===== config.mk =====
export PLATFORM = sky130hd
export DESIGN_NAME = poly_step_selector_flat
export DESIGN_NICKNAME = d
export VERILOG_FILES = /design/src/pss_pkg.sv /design/src/pss_in_if.sv /design/src/pss_out_if.sv /design/src/pss_cfg_if.sv /design/src/pss_sweep.sv /design/src/poly_step_selector.sv /design/src/flat_wrapper.sv
export SDC_FILE = /design/constraint.sdc
export NUM_CORES = 1
export LEC_CHECK = 0
export ABC_AREA = 1
export BUFFER_PORTS_ARGS = -buffer_cell sky130_fd_sc_hd__buf_4
export CORE_MARGIN = 2
export CORE_UTILIZATION = 58
export DETAILED_ROUTE_END_ITERATION = 16
export HOLD_SLACK_MARGIN = 0.03
export PLACE_DENSITY = 0.8
export RECOVER_POWER = 25
export SYNTH_ARGS = -nofsm -noshare
export SYNTH_HDL_FRONTEND = slang
export SYNTH_SLANG_ARGS = --single-unit

===== constraint.sdc =====
create_clock -name i_clk -period 6.4 [get_ports i_clk]
set_clock_uncertainty 0.2 [all_clocks]
set_input_delay 0.64 -clock i_clk [delete_from_list [all_inputs] [get_ports i_clk]]
set_output_delay 0.64 -clock i_clk [all_outputs]
set_load 0.05 [all_outputs]

===== src/pss_pkg.sv =====
// Package for the polyphonic step selector: widths, types, control structs and step tables.
package pss_pkg;

    localparam int CHANNELS = 16;
    localparam int IDX_W    = 4;
    localparam int CNT_W    = 5;
    localparam int STEP_W   = 4;
    localparam int STEPS_W  = CHANNELS * STEP_W;
    localparam int LUT_N    = 256;

    typedef logic [CNT_W-1:0]  t_count;
    typedef logic [IDX_W-1:0]  t_idx;
    typedef logic [STEP_W-1:0] t_step;

    typedef enum logic [1:0] {
        S_IDLE,
        S_SWEEP,
        S_HOLD
    } t_sweep_state;

    typedef struct packed {
        logic [CHANNELS-1:0] clk_edge;
        logic [CHANNELS-1:0] rst_edge;
        t_count              nclk;
        t_count              nrst;
        t_count              nsrc;
        t_count              active;
        logic                mclk;
        logic                mrst;
    } t_sweep_cmd;

    typedef struct packed {
        logic [STEPS_W-1:0]  steps;
        logic [CHANNELS-1:0] eoc;
        t_count              active;
    } t_sweep_res;

    typedef logic [LUT_N-1:0][STEP_W-1:0] t_mod_lut;

    // Entry {n-1, s} holds (s + 1) mod n.
    function automatic t_mod_lut f_build_mod_lut();
        t_mod_lut lut;
        int       v;
        lut = '0;
        for (int n = 1; n <= 16; n++) begin
            for (int s = 0; s < 16; s++) begin
                v = s + 1;
                for (int k = 0; k < 17; k++) begin
                    if (v >= n) begin
                        v = v - n;
                    end
                end
                lut[(n - 1) * 16 + s] = STEP_W'(v);
            end
        end
        return lut;
    endfunction

    localparam t_mod_lut MOD_LUT = f_build_mod_lut();

    function automatic t_count f_sat(t_count v);
        return (v > t_count'(CHANNELS)) ? t_count'(CHANNELS) : v;
    endfunction

    function automatic t_idx f_feed(t_idx idx, t_count cnt);
        t_count last;
        last = cnt - 1'b1;
        if (cnt == '0) begin
            return '0;
        end
        if ({1'b0, idx} < last) begin
            return idx;
        end
        return last[IDX_W-1:0];
    endfunction

endpackage


===== src/pss_in_if.sv =====
// Input channel of the step selector: valid, ready and one tick of trigger and count data.
interface pss_in_if import pss_pkg::*; ();
    logic                valid;
    logic                ready;
    logic [CHANNELS-1:0] clock_high_bits;
    logic [CHANNELS-1:0] clock_low_bits;
    logic [CHANNELS-1:0] reset_high_bits;
    logic [CHANNELS-1:0] reset_low_bits;
    t_count              clock_channel_count;
    t_count              reset_channel_count;
    t_count              source_channel_count;
    logic                manual_clock;
    logic                manual_reset;

    modport source (
        output valid, clock_high_bits, clock_low_bits, reset_high_bits, reset_low_bits,
               clock_channel_count, reset_channel_count, source_channel_count,
               manual_clock, manual_reset,
        input  ready
    );

    modport sink (
        input  valid, clock_high_bits, clock_low_bits, reset_high_bits, reset_low_bits,
               clock_channel_count, reset_channel_count, source_channel_count,
               manual_clock, manual_reset,
        output ready
    );
endinterface


===== src/pss_out_if.sv =====
// Output channel of the step selector: valid, ready and one result transaction.
interface pss_out_if import pss_pkg::*; ();
    logic                valid;
    logic                ready;
    logic [STEPS_W-1:0]  step_indices;
    logic [CHANNELS-1:0] eoc_bits;
    t_count              active_channels;

    modport source (
        output valid, step_indices, eoc_bits, active_channels,
        input  ready
    );

    modport sink (
        input  valid, step_indices, eoc_bits, active_channels,
        output ready
    );
endinterface


===== src/pss_cfg_if.sv =====
// Configuration write channel of the step selector: valid, ready and the channel setting.
interface pss_cfg_if import pss_pkg::*; ();
    logic   valid;
    logic   ready;
    t_count channel_setting;

    modport source (
        output valid, channel_setting,
        input  ready
    );

    modport sink (
        input  valid, channel_setting,
        output ready
    );
endinterface


===== src/pss_sweep.sv =====
// Step memory sweep: read, advance and write back each channel step, one channel per cycle.
module pss_sweep import pss_pkg::*; (
    input  logic       i_clk,
    input  logic       i_rst_n,
    input  logic       i_start,
    input  t_sweep_cmd i_cmd,
    output logic       o_idle,
    output logic       o_res_valid,
    input  logic       i_res_take,
    output t_sweep_res o_res
);

    t_step               mem [CHANNELS];
    t_sweep_state        r_state;
    t_sweep_state        n_state;
    t_sweep_cmd          r_cmd;
    t_count              r_rd_idx;
    logic                r_pr_valid;
    t_idx                r_pr_idx;
    t_step               r_mem_q;
    logic [CHANNELS-1:0] r_valid;
    logic [STEPS_W-1:0]  r_steps;
    logic [CHANNELS-1:0] r_eoc;

    logic  w_issue;
    logic  w_last;
    t_idx  w_rd_addr;
    t_step w_cur;
    t_step w_inc;
    t_step w_s1;
    t_step w_s2;
    t_step w_wr_data;
    t_step w_nibble;
    logic  w_eoc;
    logic  w_cedge;
    logic  w_redge;
    logic  w_active;
    t_idx  w_nsrc_m1;

    assign w_rd_addr = r_rd_idx[IDX_W-1:0];
    assign w_last    = r_pr_valid && (r_pr_idx == t_idx'(CHANNELS - 1));

    always_comb begin
        n_state = r_state;
        unique case (r_state)
            S_IDLE: begin
                if (i_start) begin
                    n_state = S_SWEEP;
                end
            end
            S_SWEEP: begin
                if (w_last) begin
                    n_state = S_HOLD;
                end
            end
            S_HOLD: begin
                if (i_res_take) begin
                    n_state = S_IDLE;
                end
            end
            default: n_state = S_IDLE;
        endcase
    end

    always_comb begin
        o_idle      = (r_state == S_IDLE);
        o_res_valid = (r_state == S_HOLD);
        w_issue     = (r_state == S_SWEEP) && (r_rd_idx < t_count'(CHANNELS));
    end

    always_comb begin
        w_cur     = r_valid[r_pr_idx] ? r_mem_q : '0;
        w_cedge   = r_cmd.clk_edge[f_feed(r_pr_idx, r_cmd.nclk)];
        w_redge   = r_cmd.rst_edge[f_feed(r_pr_idx, r_cmd.nrst)];
        w_active  = ({1'b0, r_pr_idx} < r_cmd.active);
        w_nsrc_m1 = IDX_W'(r_cmd.nsrc - 1'b1);
        w_inc     = MOD_LUT[{w_nsrc_m1, w_cur}];
        w_s2      = w_cur;
        w_eoc     = 1'b0;
        w_s1      = w_cur;
        if (w_active && (r_cmd.nsrc != '0)) begin
            if (r_cmd.mclk || w_cedge) begin
                w_s1 = w_inc;
            end
            w_s2 = w_s1;
            if (({1'b0, r_pr_idx} < r_cmd.nrst) && r_cmd.rst_edge[r_pr_idx]) begin
                w_s2 = '0;
            end
            w_eoc = (w_cedge || w_redge) && (w_s2 == '0);
        end
        w_nibble  = w_active ? w_s2 : '0;
        w_wr_data = r_cmd.mrst ? '0 : w_s2;
    end

    always_ff @(posedge i_clk) begin
        if (!i_rst_n) begin
            r_state    <= S_IDLE;
            r_rd_idx   <= '0;
            r_pr_valid <= 1'b0;
            r_valid    <= '0;
        end else begin
            r_state    <= n_state;
            r_pr_valid <= w_issue;
            if (i_start && o_idle) begin
                r_rd_idx <= '0;
            end else if (w_issue) begin
                r_rd_idx <= r_rd_idx + 1'b1;
            end
            if (r_pr_valid) begin
                r_valid[r_pr_idx] <= 1'b1;
            end
        end
    end

    always_ff @(posedge i_clk) begin
        if (i_start && o_idle) begin
            r_cmd   <= i_cmd;
            r_steps <= '0;
            r_eoc   <= '0;
        end else if (r_pr_valid) begin
            r_steps[r_pr_idx * STEP_W +: STEP_W] <= w_nibble;
            r_eoc[r_pr_idx]                      <= w_eoc;
        end
        if (w_issue) begin
            r_pr_idx <= w_rd_addr;
        end
    end

    always_ff @(posedge i_clk) begin
        if (w_issue) begin
            r_mem_q <= mem[w_rd_addr];
        end
        if (r_pr_valid) begin
            mem[r_pr_idx] <= w_wr_data;
        end
    end

    assign o_res.steps  = r_steps;
    assign o_res.eoc    = r_eoc;
    assign o_res.active = r_cmd.active;

endmodule


===== src/poly_step_selector.sv =====
// Top level of the polyphonic step selector: triggers, configuration, sweep and result register.
// Each input transaction is one tick. All clock and reset triggers are evaluated at acceptance;
// the channel steps then live in a 16-entry step memory that is swept one channel per cycle
// (read, advance, write back). The input takes no new transaction until the sweep is through:
// the memory reads, the last write-back, the hand-over to the result register and the return
// to idle, in which the input is ready again. The result register lets a new transaction
// enter while a result still waits on the output; while that register is full and the
// output stalls, the sweep holds its finished result and the input waits.
// Configuration writes are taken at any time and act from the next accepted transaction.
module poly_step_selector import pss_pkg::*; (
    input  logic        i_clk,
    input  logic        i_rst_n,
    pss_in_if.sink      i_in,
    pss_cfg_if.sink     i_cfg,
    pss_out_if.source   o_out
);

    t_count              r_setting;
    logic [CHANNELS-1:0] r_clk_st;
    logic [CHANNELS-1:0] r_rst_st;
    logic                r_mclk_st;
    logic                r_mrst_st;
    logic                r_out_valid;
    logic [STEPS_W-1:0]  r_out_steps;
    logic [CHANNELS-1:0] r_out_eoc;
    t_count              r_out_active;

    logic       w_in_acc;
    logic       w_idle;
    logic       w_res_valid;
    logic       w_res_take;
    t_sweep_res w_res;
    t_sweep_cmd w_cmd;
    t_count     w_nclk;
    t_count     w_nrst;
    t_count     w_nsrc;
    t_count     w_max;

    assign i_cfg.ready = 1'b1;
    assign i_in.ready  = w_idle;
    assign w_in_acc    = i_in.valid && w_idle;
    assign w_res_take  = w_res_valid && (!r_out_valid || o_out.ready);

    always_comb begin
        w_nclk = f_sat(i_in.clock_channel_count);
        w_nrst = f_sat(i_in.reset_channel_count);
        w_nsrc = f_sat(i_in.source_channel_count);
        w_max  = (w_nclk > w_nrst) ? w_nclk : w_nrst;

        w_cmd.clk_edge = ~r_clk_st & i_in.clock_high_bits;
        w_cmd.rst_edge = ~r_rst_st & i_in.reset_high_bits;
        w_cmd.nclk     = w_nclk;
        w_cmd.nrst     = w_nrst;
        w_cmd.nsrc     = w_nsrc;
        w_cmd.mclk     = !r_mclk_st && i_in.manual_clock;
        w_cmd.mrst     = !r_mrst_st && i_in.manual_reset;
        if (r_setting == '0) begin
            w_cmd.active = (w_nclk != '0) ? w_max : t_count'(CHANNELS);
        end else begin
            w_cmd.active = f_sat(r_setting);
        end
    end

    pss_sweep u_sweep (
        .i_clk       (i_clk),
        .i_rst_n     (i_rst_n),
        .i_start     (w_in_acc),
        .i_cmd       (w_cmd),
        .o_idle      (w_idle),
        .o_res_valid (w_res_valid),
        .i_res_take  (w_res_take),
        .o_res       (w_res)
    );

    always_ff @(posedge i_clk) begin
        if (!i_rst_n) begin
            r_setting   <= t_count'(CHANNELS);
            r_clk_st    <= '0;
            r_rst_st    <= '0;
            r_mclk_st   <= 1'b0;
            r_mrst_st   <= 1'b0;
            r_out_valid <= 1'b0;
        end else begin
            if (i_cfg.valid) begin
                r_setting <= i_cfg.channel_setting;
            end
            if (w_in_acc) begin
                r_mclk_st <= i_in.manual_clock;
                r_mrst_st <= i_in.manual_reset;
                if (w_nsrc != '0) begin
                    r_clk_st <= (r_clk_st & ~i_in.clock_low_bits)
                              | (~r_clk_st & i_in.clock_high_bits);
                    r_rst_st <= (r_rst_st & ~i_in.reset_low_bits)
                              | (~r_rst_st & i_in.reset_high_bits);
                end
            end
            if (w_res_take) begin
                r_out_valid <= 1'b1;
            end else if (o_out.ready) begin
                r_out_valid <= 1'b0;
            end
        end
    end

    always_ff @(posedge i_clk) begin
        if (w_res_take) begin
            r_out_steps  <= w_res.steps;
            r_out_eoc    <= w_res.eoc;
            r_out_active <= w_res.active;
        end
    end

    assign o_out.valid           = r_out_valid;
    assign o_out.step_indices    = r_out_steps;
    assign o_out.eoc_bits        = r_out_eoc;
    assign o_out.active_channels = r_out_active;

    a_start_busy: assert property (@(posedge i_clk) disable iff (!i_rst_n)
        w_in_acc |=> !w_idle)
        else $error("sweep stayed idle after an accepted transaction");

    a_active_range: assert property (@(posedge i_clk) disable iff (!i_rst_n)
        r_out_valid |-> (r_out_active != '0) && (r_out_active <= t_count'(CHANNELS)))
        else $error("active channel count out of range");

    a_eoc_inactive: assert property (@(posedge i_clk) disable iff (!i_rst_n)
        r_out_valid |-> ((r_out_eoc >> r_out_active) == '0))
        else $error("end-of-cycle bit set on an inactive channel");

    a_steps_inactive: assert property (@(posedge i_clk) disable iff (!i_rst_n)
        r_out_valid |-> ((r_out_steps >> (r_out_active * STEP_W)) == '0))
        else $error("step reported on an inactive channel");

endmodule


===== src/flat_wrapper.sv =====
// flat-port wrapper written by rule: the top's interface ports become plain ports
module poly_step_selector_flat import pss_pkg::*;
  (i_clk, i_rst_n, i_in_valid, i_in_clock_high_bits, i_in_clock_low_bits, i_in_reset_high_bits, i_in_reset_low_bits, i_in_clock_channel_count, i_in_reset_channel_count, i_in_source_channel_count, i_in_manual_clock, i_in_manual_reset, i_in_ready, i_cfg_valid, i_cfg_channel_setting, i_cfg_ready, o_out_valid, o_out_step_indices, o_out_eoc_bits, o_out_active_channels, o_out_ready);
  pss_in_if i_in_i ();
  pss_cfg_if i_cfg_i ();
  pss_out_if o_out_i ();
  input  logic i_clk;
  input  logic i_rst_n;
  input wire logic [$bits(i_in_i.valid)-1:0] i_in_valid;
  input wire logic [$bits(i_in_i.clock_high_bits)-1:0] i_in_clock_high_bits;
  input wire logic [$bits(i_in_i.clock_low_bits)-1:0] i_in_clock_low_bits;
  input wire logic [$bits(i_in_i.reset_high_bits)-1:0] i_in_reset_high_bits;
  input wire logic [$bits(i_in_i.reset_low_bits)-1:0] i_in_reset_low_bits;
  input wire logic [$bits(i_in_i.clock_channel_count)-1:0] i_in_clock_channel_count;
  input wire logic [$bits(i_in_i.reset_channel_count)-1:0] i_in_reset_channel_count;
  input wire logic [$bits(i_in_i.source_channel_count)-1:0] i_in_source_channel_count;
  input wire logic [$bits(i_in_i.manual_clock)-1:0] i_in_manual_clock;
  input wire logic [$bits(i_in_i.manual_reset)-1:0] i_in_manual_reset;
  output wire logic [$bits(i_in_i.ready)-1:0] i_in_ready;
  input wire logic [$bits(i_cfg_i.valid)-1:0] i_cfg_valid;
  input wire logic [$bits(i_cfg_i.channel_setting)-1:0] i_cfg_channel_setting;
  output wire logic [$bits(i_cfg_i.ready)-1:0] i_cfg_ready;
  output wire logic [$bits(o_out_i.valid)-1:0] o_out_valid;
  output wire logic [$bits(o_out_i.step_indices)-1:0] o_out_step_indices;
  output wire logic [$bits(o_out_i.eoc_bits)-1:0] o_out_eoc_bits;
  output wire logic [$bits(o_out_i.active_channels)-1:0] o_out_active_channels;
  input wire logic [$bits(o_out_i.ready)-1:0] o_out_ready;
  assign i_in_i.valid = i_in_valid;
  assign i_in_i.clock_high_bits = i_in_clock_high_bits;
  assign i_in_i.clock_low_bits = i_in_clock_low_bits;
  assign i_in_i.reset_high_bits = i_in_reset_high_bits;
  assign i_in_i.reset_low_bits = i_in_reset_low_bits;
  assign i_in_i.clock_channel_count = i_in_clock_channel_count;
  assign i_in_i.reset_channel_count = i_in_reset_channel_count;
  assign i_in_i.source_channel_count = i_in_source_channel_count;
  assign i_in_i.manual_clock = i_in_manual_clock;
  assign i_in_i.manual_reset = i_in_manual_reset;
  assign i_in_ready = i_in_i.ready;
  assign i_cfg_i.valid = i_cfg_valid;
  assign i_cfg_i.channel_setting = i_cfg_channel_setting;
  assign i_cfg_ready = i_cfg_i.ready;
  assign o_out_valid = o_out_i.valid;
  assign o_out_step_indices = o_out_i.step_indices;
  assign o_out_eoc_bits = o_out_i.eoc_bits;
  assign o_out_active_channels = o_out_i.active_channels;
  assign o_out_i.ready = o_out_ready;
  poly_step_selector u_core (.i_clk(i_clk), .i_rst_n(i_rst_n), .i_in(i_in_i), .i_cfg(i_cfg_i), .o_out(o_out_i));
endmodule

==> summary.md, run 1 <==
| Metric | Value |
|---|---|
| Synthesized Nets | 1756 |
| Grt met2 use | 44.30% |
| Setup TNS | 0 ps |
| Outcome | complete, but fails checks |
| CP peak stage delay | 660 ps |
| Initial Utilization | 59.21% |
| Number of global-route vias before repair | 11670 |
| Row Count | 59 |
| Unrepaired setup endpoints after global routing | false |
| Final WL | 37670 µm |
| Worst-Margin Slew | 2226 ps |
| Die footprint | 27920 µm² |
| GRT Overall Usage | 26.46% |
| Clock root buffer master | clkbuf_16 |
| FMAX | 205.1 MHz |
| CORE AREA | 26060 µm² |
| Final period util | 76.18% |
| Layout cells sized above 1 | 16.40% |
| Nature of the critical path startpoint | register |
| Hold Path Class | in2reg |
| Chip width | 167.1 µm |
| Boundary Pins | 179 |
| Met3 Use GR | 3.687% |
| Met1 GRT Util | 36.01% |
| Cells after DPL | 2100 |
| CTS Sinks | 355 |
| Synth-to-Final Area Change | 17.57% |
| Diode count | 0 |
| Die height | 167.1 µm |
| DR vias/cell | 5.642 |
| I/O Buffers | 177 |
| Initial DRC count | 1194 |
| # fillers | 1938 |
| Min cycle time layout | 4875 ps |
| Slowest CP cell | nor2_1 |
| WL per Instance | 17.41 µm |
| Post CTS Setup Buffer Count | 0 |
| Clock Path Buffers | 3 |
| Max_slew headroom | -48.96% |
| Overflow after GRT | 0 |
| Worst skew pair latency | 510 ps |
| Final non-filler cell total | 2164 |
| Tot Pwr | 5.240 mW |
| Failing checks | max-capacitance violations, max-slew violations |
| Mapped Cells | 1633 |
| Drt first pass iters | 6 |
| Max Cap Viol | 3 |
| Total number of vias | 12210 |
| Pwr dens | 288.8 nW/µm² |
| Post-layout util | 69.61% |
| Critical path buffers and inverters | 5 |
| Crit end category | register |
| Reg clk slew, reported paths | 60 ps |
| Busiest grt layer | met2 |
| Pin count of the biggest net entering global routing | 78 |
| Critical Path Fanout Max | 28 |
| Max-slew violations | 114 |
| Synthesized area per cell | 9.448 µm² |
| Top cell by count, worst path | nand2_1 |
| DP HPWL | 25570 µm |
| VDD IR-drop max | 0.0002245 V |
| Sequential fraction of the synthesis area | 59.75% |
| Post-synth cell types | 52 |
| Final Hold Vio Count | 0 |
| Post-cts resize count | 0 |
| Total Nets Final | 1926 |
| Final Setup Violations | 0 |
| Critical path's top delay family | simple AND/OR/NAND/NOR gates |
| Synth Cell Area | 15430 µm² |
| CTS tree | done |
| Post-DRT Antenna Nets | 0 |
| Critical setup path kind | reg2reg |
| GPL Wtd Cong | 0.8959 |
| DRC violations left | 0 |
| #FFs+latches synth | 355 |
| First-pass GRT wire length | 59690 µm |
| CTS Buf Count | 36 |
| Synth warnings | 0 |
| WP data required | 6390 ps |
| Leak pwr | 7.525 nW |
| CP arrival | 4870 ps |
| CTS H-Tree Depth | 2 |
| Initial antenna violation count | 0 |
| Cts hold-fix bufs | 0 |
-- layout by cell type, fill, tap and decap left out, types with 9 or more instances in the layout --
master and n:
buf_4 174, edfxtp_1 211, clkbuf_16 39, nor2_1 199
nand2_2 12, inv_1 165, a21oi_1 140, o22ai_1 11
nand3_2 16, a21oi_2 10, inv_2 9, nand2_1 313
nand3_1 81, o21ai_0 139, dfxtp_1 144, clkbuf_1 15
nand4_1 21, ha_1 32
-- metal layers --
metal,vias up,share of wire [%]
met3,71,7.3
met5,-,0
li1,5863,-
met2,531,48
met4,0,2.4
met1,5745,42
-- where the power goes --
group | switching, mW | leakage [nW] | internal, mW
Combinational | 0.435 | 3.81 | 0.199
Sequential | 0.0418 | 3.14 | 2.49
Clock | 0.843 | 0.571 | 1.23
Total | 1.32 | 7.53 | 3.92
-- flip-flops by register name, summed over array words and instances, names as in the netlist, 2 cells and up --
name and count:
u_core.u_sweep.r_mem_q 4, u_core.u_sweep.r_cmd 49, u_core.r_setting 5, u_core.u_sweep.r_valid 16, u_core.u_sweep.r_state 2, u_core.u_sweep.r_rd_idx 5
u_core.u_sweep.mem 64, u_core.r_clk_st 16, u_core.u_sweep.r_eoc 16, u_core.u_sweep.o_res 5, u_core.o_out.active_channels 5, u_core.o_out.step_indices 64
u_core.o_out.eoc_bits 16, u_core.u_sweep.r_steps 64, u_core.u_sweep.r_pr_idx 4, u_core.r_rst_st 16
-- synth_stat cells, drive strengths merged --
master / count / area [µm²]
xor2: 2 / 17.52
or2: 2 / 12.52
nand2: 333 / 1338
o211ai: 6 / 58.81
nand4: 22 / 143.9
o21a: 2 / 15.01
mux2i: 1 / 10.01
o21ai: 145 / 733.2
a31oi: 1 / 6.260
inv: 174 / 653.1
ha: 32 / 400.4
nand3: 99 / 600.6
o31ai: 1 / 7.510
nand3b: 1 / 7.510
a21oi: 150 / 788.3
dfxtp: 144 / 2883
clkbuf: 34 / 127.6
nor4: 3 / 18.77
a211oi: 1 / 7.510
conb: 1 / 3.750
nor3: 8 / 40.04
o221ai: 8 / 70.07
o22ai: 11 / 68.82
buf: 16 / 93.84
nor2: 209 / 857.1
clkinv: 2 / 7.510
a22oi: 1 / 7.510
a221oi: 2 / 17.52
edfxtp: 211 / 6336
xnor2: 3 / 26.28
a32o: 3 / 30.03
o21bai: 2 / 18.77
a21boi: 3 / 22.52
-- area by class of cell --
cell class / count / area, µm² / share of cell area (%)
Multi-Input combinational cell: 1052 / 5330 / 29.38
Clock inverter: 13 / 116.4 / 0.6415
Sequential cell: 355 / 9219 / 50.82
Tap cell: 335 / 419.2 / 2.311
Inverter: 176 / 660.6 / 3.642
Timing Repair Buffer: 182 / 1344 / 7.408
Clock buffer: 51 / 1051 / 5.794
-- path summary, 6_finish.rpt --
path / startpoint / endpoint / slack [ps] / cells after the start
max: u_core.u_sweep.r_pr_idx[0] / u_core.u_sweep.mem[5][1] / 1520 / 25
min reg2reg: u_core.u_sweep.r_steps[51] / u_core.o_out.step_indices[51] / 220 / 0
min: i_in_source_channel_count[4] / u_core.u_sweep.r_cmd[11] / 160 / 1
max reg2reg: u_core.u_sweep.r_pr_idx[0] / u_core.u_sweep.mem[5][1] / 1520 / 25
-- metrics by stage --
stage / hold slack [ps] / instance area, µm² / worst slack (ps)
final: 157.6 / 18140 / 1525
after global routing: 162.2 / 18140 / 984.0
after CTS: 108.4 / 18170 / 1529
after detailed placement: 209.7 / 17000 / 1550
after global placement: 206.6 / 17000 / 1793
after floorplan: 203.0 / 15430 / 1381
-- kinds of logic (layout without fill, tap and decap cells) --
kind of cell / Yosys count / count (layout) / synth area share, %
fa+ha+maj: 32 / 32 / 2.595
other cells: 1 / 1 / 0.02431
simple gates: 677 / 677 / 19.56
flops: 355 / 355 / 59.75
mux: 1 / 1 / 0.06488
compound gates: 336 / 336 / 12.00
buf+inv: 226 / 422 / 5.717
xor+xnor: 5 / 5 / 0.2839
Note: power is estimated with default switching activity, not from simulation.
==> run 2: changes to the inputs <==
==> constraint.sdc (replaced) <==
create_clock -name i_clk -period 4.95 [get_ports i_clk]
set_clock_uncertainty 0.2 [all_clocks]
set_input_delay 0.495 -clock i_clk [delete_from_list [all_inputs] [get_ports i_clk]]
set_output_delay 0.495 -clock i_clk [all_outputs]
set_load 0.05 [all_outputs]
==> run 2 against run 1 <==
The flow still finishes with violations (max-capacitance violations, max-slew violations). Die area did not move. Register-to-register slack got worse by 1100 ps. Combinational power grew 33%. Fmax grew 8.2%. Final cell count rose by 0.74%. Routed wire length up 1.1%. Global-route usage up 0.32 points. Via count increased by 0.77%. Sequential power grew 29%. Flip-flop and latch count unchanged. Non-clock buffer count rose by 16. First-iteration DRC count grew 9.1%. Largest cell class unchanged. Largest power group unchanged.
==> summary.md, run 2 (synthesis results as in run 1) <==
| Metric | Value |
|---|---|
| WP data required | 4900 ps |
| Worst-path cell chain | inv_1, ha_1, or2_2, nand2_1, ha_1, nand2_1, nand2_1, nand4_1, nand2_1, inv_2, nand3_2, nand3_4, nand2_1, nand3_1, nand3_1, nand3_2, nand3_2, nand2_1, nand3_2, nand2_2, nand2_1, nor2_1 |
| I/O Buffers | 177 |
| CTS Buf Count | 36 |
| Total number of vias | 12300 |
| Psw | 1.730 mW |
| Hold Path Class | in2reg |
| Overflow after GRT | 0 |
| Failing checks | max-capacitance violations, max-slew violations |
| Leak pwr | 7.603 nW |
| Clock Path Buffers | 3 |
| Worst-Margin Slew | 1683 ps |
| Final Hold Vio Count | 0 |
| Unrepaired setup endpoints after global routing | false |
| Worst skew pair latency | 520 ps |
| Reg clk slew, reported paths | 60 ps |
| CTS Sinks | 355 |
| Synth-to-Final Area Change | 18.47% |
| Cts hold-fix bufs | 8 |
| CTS H-Tree Depth | 2 |
| Final period util | 91.04% |
| Die footprint | 27920 µm² |
| Final WL | 38080 µm |
| FMAX | 221.9 MHz |
| Sw frac | 25.48% |
| Initial Utilization | 59.21% |
| CTS tree | done |
| Setup TNS | 0 ps |
| Most common cell after layout, fill and taps aside | nand2_1 |
| DR vias/cell | 5.644 |
| Clk network pwr share | 39.3% |
| Initial DRC count | 1303 |
| VDD IR-drop max | 0.0003759 V |
| Pwr dens | 371.5 nW/µm² |
| Post-DRT Antenna Nets | 0 |
| Max-slew violations | 90 |
| Chip width | 167.1 µm |
| Post-layout util | 70.14% |
| DP HPWL | 26340 µm |
| Number of global-route vias before repair | 11680 |
| Row Count | 59 |
| Max_slew headroom | -12.18% |
| GPL Wtd Cong | 0.9448 |
| Logic pwr share | 12.5% |
| Pin count of the biggest net entering global routing | 78 |
| Clock root buffer master | clkbuf_16 |
| Max Cap Viol | 2 |
| CP peak stage delay | 870 ps |
| First-pass GRT wire length | 60040 µm |
| Diode count | 0 |
| Critical setup path kind | reg2reg |
| Commonest cells after routing, fill and taps aside | nand2_1, edfxtp_1, nor2_1 |
| Crit end category | register |
| Post CTS Setup Buffer Count | 0 |
| Pre-CTS WS | 507.5 ps |
| CP arrival | 4460 ps |
| Min cycle time layout | 4507 ps |
| Die height | 167.1 µm |
| Slowest CP cell | nor2_1 |
| WL per Instance | 17.47 µm |
| GRT Overall Usage | 26.78% |
| Initial antenna violation count | 0 |
| Total Nets Final | 1942 |
| Layout cells sized above 1 | 16.91% |
| Setup WS post-layout | 443.3 ps |
| Sequential power share | 48.2% |
| Top cell by count, worst path | nand2_1 |
| Boundary Pins | 179 |
| Outcome | complete, but fails checks |
| Critical Path Fanout Max | 16 |
| Final Setup Violations | 0 |
| Drt first pass iters | 6 |
| CORE AREA | 26060 µm² |
| Post-cts resize count | 0 |
| Nature of the critical path startpoint | register |
| DRC violations left | 0 |
| Internal power | 5.060 mW |
[run 2: worst max-delay path, delay by kind of cell, from the launching register on]
| kind | cells | cell delay, ps |
|---|---|---|
| flops | 1 | 430 |
| fa+ha+maj | 2 | 500 |
| buf+inv | 2 | 140 |
| simple gates | 18 | 2860 |
[run 2: final cells by class]
class / count / area (µm²)
clock buffer: 51 / 1071
fill: 1936 / 7780
sequential: 355 / 9219
inverter: 176 / 660.6
timing repair buffer: 198 / 1480
multi-input combinational: 1052 / 5330
tap: 335 / 419.2
clock inverter: 13 / 98.84
[run 2: routing by layer]
| layer | GRT usage, % | up-vias | routed length [µm] |
|---|---|---|---|
| li1 | - | 5906 | - |
| met1 | 36.42 | 5713 | 15550 |
| met2 | 45.16 | 612 | 18470 |
| met3 | 4.207 | 73 | 3282 |
| met4 | 7.196 | 0 | 774 |
| met5 | 0 | - | 0 |
[run 2: power by group through the flow]
stage | Combinational (mW) | Sequential (mW) | Clock [mW]
after global routing | 0.936 | 3.28 | 2.81
final | 0.846 | 3.28 | 2.67
after floorplan | 0.587 | 3.32 | 0
after detailed placement | 0.822 | 3.34 | 0
after CTS | 0.834 | 3.27 | 2.69
after global placement | 0.804 | 3.33 | 0
[run 2: worst paths after layout]
| path | start | end | slack (ps) | depth (start not counted) |
|---|---|---|---|---|
| min | i_in_clock_low_bits[8] | u_core.r_clk_st[8] | 50 | 4 |
| max | u_core.u_sweep.r_cmd[17] | u_core.u_sweep.mem[11][3] | 440 | 22 |
| max reg2reg | u_core.u_sweep.r_cmd[17] | u_core.u_sweep.mem[11][3] | 440 | 22 |
| min reg2reg | u_core.u_sweep.r_eoc[8] | u_core.o_out.eoc_bits[8] | 220 | 0 |
[run 2: per-stage QoR]
step	instances	hold slack, ps	cell area, µm²	power (mW)
5_1_grt	2180	51.43	18280	7.028
2_1_floorplan	1633	203.0	15430	3.906
6_report	2180	46.44	18280	6.790
4_1_cts	2180	36.45	18310	6.795
3_5_place_dp	2108	210.4	17060	4.160
3_3_place_gp	2108	208.4	17060	4.138
==> run 3: changes to the inputs <==
--- a/config.mk
+++ b/config.mk
@@ -7,11 +7,13 @@
 export LEC_CHECK = 0
 export ABC_AREA = 1
 export BUFFER_PORTS_ARGS = -buffer_cell sky130_fd_sc_hd__buf_4
+export CELL_PAD_IN_SITES_DETAIL_PLACEMENT = 1
+export CELL_PAD_IN_SITES_GLOBAL_PLACEMENT = 1
 export CORE_MARGIN = 2
-export CORE_UTILIZATION = 58
+export CORE_UTILIZATION = 45
 export DETAILED_ROUTE_END_ITERATION = 16
 export HOLD_SLACK_MARGIN = 0.03
-export PLACE_DENSITY = 0.8
+export PLACE_DENSITY = 0.81
 export RECOVER_POWER = 25
 export SYNTH_ARGS = -nofsm -noshare
 export SYNTH_HDL_FRONTEND = slang
==> run 3 against run 2 <==
The run still ends with max-capacitance violations, max-slew violations left. Clock power grew 9.7%. Combinational power grew 5.8%. Power grew 4.6%. Fmax shrank 0.57%. Sequential share of layout area shrank 0.71 points. Via count grew 1.9%. Core utilization shrank 15 points. Critical endpoint is now u_core.u_sweep.mem[7][3]. Largest cell class unchanged.
==> summary.md, run 3 (synthesis results as in run 1) <==
| Metric | Value |
|---|---|
| Outcome | complete, but fails checks |
| Failing checks | max-capacitance violations, max-slew violations |
| Top cell by count, worst path | nand2_1 |
| Cells after DPL | 2224 |
| Drt first pass iters | 5 |
| Overflow after GRT | 0 |
| Clock Path Buffers | 3 |
| Most common cell after layout, fill and taps aside | nand2_1 |
| VDD IR-drop max | 0.0002044 V |
| GRT Overall Usage | 26.03% |
| Crit end category | register |
| Critical path's top delay family | simple AND/OR/NAND/NOR gates |
| Post-layout util | 55.15% |
| CORE AREA | 33620 µm² |
| Pin count of the biggest net entering global routing | 78 |
| Nature of the critical path startpoint | register |
| Max Cap Viol | 1 |
| Max_slew headroom | -8.825% |
| Total Nets Final | 1947 |
| Critical setup path kind | reg2reg |
| Pwr dens | 383.2 nW/µm² |
| Reg clk slew, reported paths | 70 ps |
| Clock root buffer master | clkbuf_16 |
| Synth-to-Final Area Change | 20.16% |
| FMAX | 220.6 MHz |
| Design area | 18540 µm² |
| CTS H-Tree Depth | 2 |
| Final period util | 91.56% |
| Hold Path Class | in2reg |
| Worst-Margin Slew | 1632 ps |
| Slowest CP cell | nor2_1 |
| Max-slew violations | 37 |
| DRC violations left | 0 |
| CTS Sinks | 355 |
| I/O Buffers | 177 |
| Min cycle time layout | 4532 ps |
| Die footprint | 35780 µm² |
| Die height | 189.2 µm |
| Setup TNS | 0 ps |
| Cell depth of the worst setup path | 22 |
| DR vias/cell | 5.449 |
| Layout cells sized above 1 | 16.89% |
| Worst-path cell chain | inv_1, ha_1, or2_2, nand2_1, ha_1, nand2_1, nand2_1, nand4_1, nand2_1, inv_2, nand3_2, nand3_4, nand2_1, nand3_1, nand3_1, nand3_2, nand3_2, nand2_1, nand3_2, nand2_2, nand2_1, nor2_1 |
| Cell area after placement | 17230 µm² |
| Worst skew pair latency | 530 ps |
| Final Setup Violations | 0 |
| Reg2Reg Depth | 22 |
| Critical path buffers and inverters | 2 |
| Initial Utilization | 45.90% |
| CP peak stage delay | 800 ps |
| WL per Instance | 20.08 µm |
| WP data required | 4920 ps |
| Number of global-route vias before repair | 13450 |
| Critical Path Fanout Max | 16 |
| Boundary Pins | 179 |
| Leak pwr | 7.644 nW |
| Post-DRT Antenna Nets | 0 |
| Total number of vias | 12540 |
| Chip width | 189.2 µm |
| GPL Wtd Cong | 0.9040 |
| Initial antenna violation count | 0 |
| DP HPWL | 31760 µm |
| Diode count | 0 |
| Row Count | 67 |
| Unrepaired setup endpoints after global routing | false |
| First-pass GRT wire length | 73370 µm |
| CTS tree | done |
| Final Hold Vio Count | 0 |
| CTS Buf Count | 38 |
| CP arrival | 4500 ps |
| Hold path depth | 3 |
| Final non-filler cell total | 2301 |
| Initial DRC count | 857 |
| Final WL | 46210 µm |
| Commonest cells after routing, fill and taps aside | nand2_1, edfxtp_1, nor2_1 |
-- run 3: repair_timing --
action,CTS,global route
endpoints found under the hold margin,6,0
setup buffers,0,0
resized for setup,0,1
hold buffers,8,0
setup endpoints to repair,0,16
-- run 3: power by group --
group / switching, mW / total (mW) / internal, mW / leakage [nW]
Clock: 1.16 / 2.93 / 1.76 / 0.614
Sequential: 0.0571 / 3.28 / 3.22 / 3.14
Combinational: 0.622 / 0.895 / 0.273 / 3.89
Total: 1.84 / 7.10 / 5.26 / 7.64
-- run 3: layer usage --
metal | share of wire [%] | global-route usage (%) | up-vias
met5 | 0 | 0 | -
met4 | 2.7 | 8.413 | 0
met3 | 5.1 | 3.670 | 93
met2 | 51 | 46.48 | 389
met1 | 42 | 32.45 | 6160
li1 | - | - | 5897
-- run 3: final timing paths --
| kind | slack [ps] | to | from |
|---|---|---|---|
| min reg2reg | 220 | u_core.o_out.step_indices[4] | u_core.u_sweep.r_steps[4] |
| min | 40 | u_core.r_mclk_st | i_in_manual_clock |
| max | 420 | u_core.u_sweep.mem[7][3] | u_core.u_sweep.r_cmd[17] |
| max reg2reg | 420 | u_core.u_sweep.mem[7][3] | u_core.u_sweep.r_cmd[17] |
-- run 3: per-stage QoR --
step           power, mW  hold WS [ps]  worst slack [ps]
6_report           7.104         36.72             417.6
5_1_grt            7.354         39.46             71.33
4_1_cts            7.127         30.25             246.8
3_5_place_dp       4.209         214.3             359.8
3_3_place_gp       4.170         206.0             680.7
2_1_floorplan      3.906         203.0              1202
-- run 3: final cells by class --
class                           count  area [µm²]
Clock buffer                       55        1066
Clock inverter                     14       201.4
Fill cell                        3816       15080
Inverter                          176       660.6
Multi-Input combinational cell   1052        5333
Sequential cell                   355        9219
Tap cell                          448       560.5
Timing Repair Buffer              201        1499
-- run 3: tightest hold or removal path, cell delays in order --
cell     delay, ps
buf_4           70
inv_1           40
a21oi_1        100
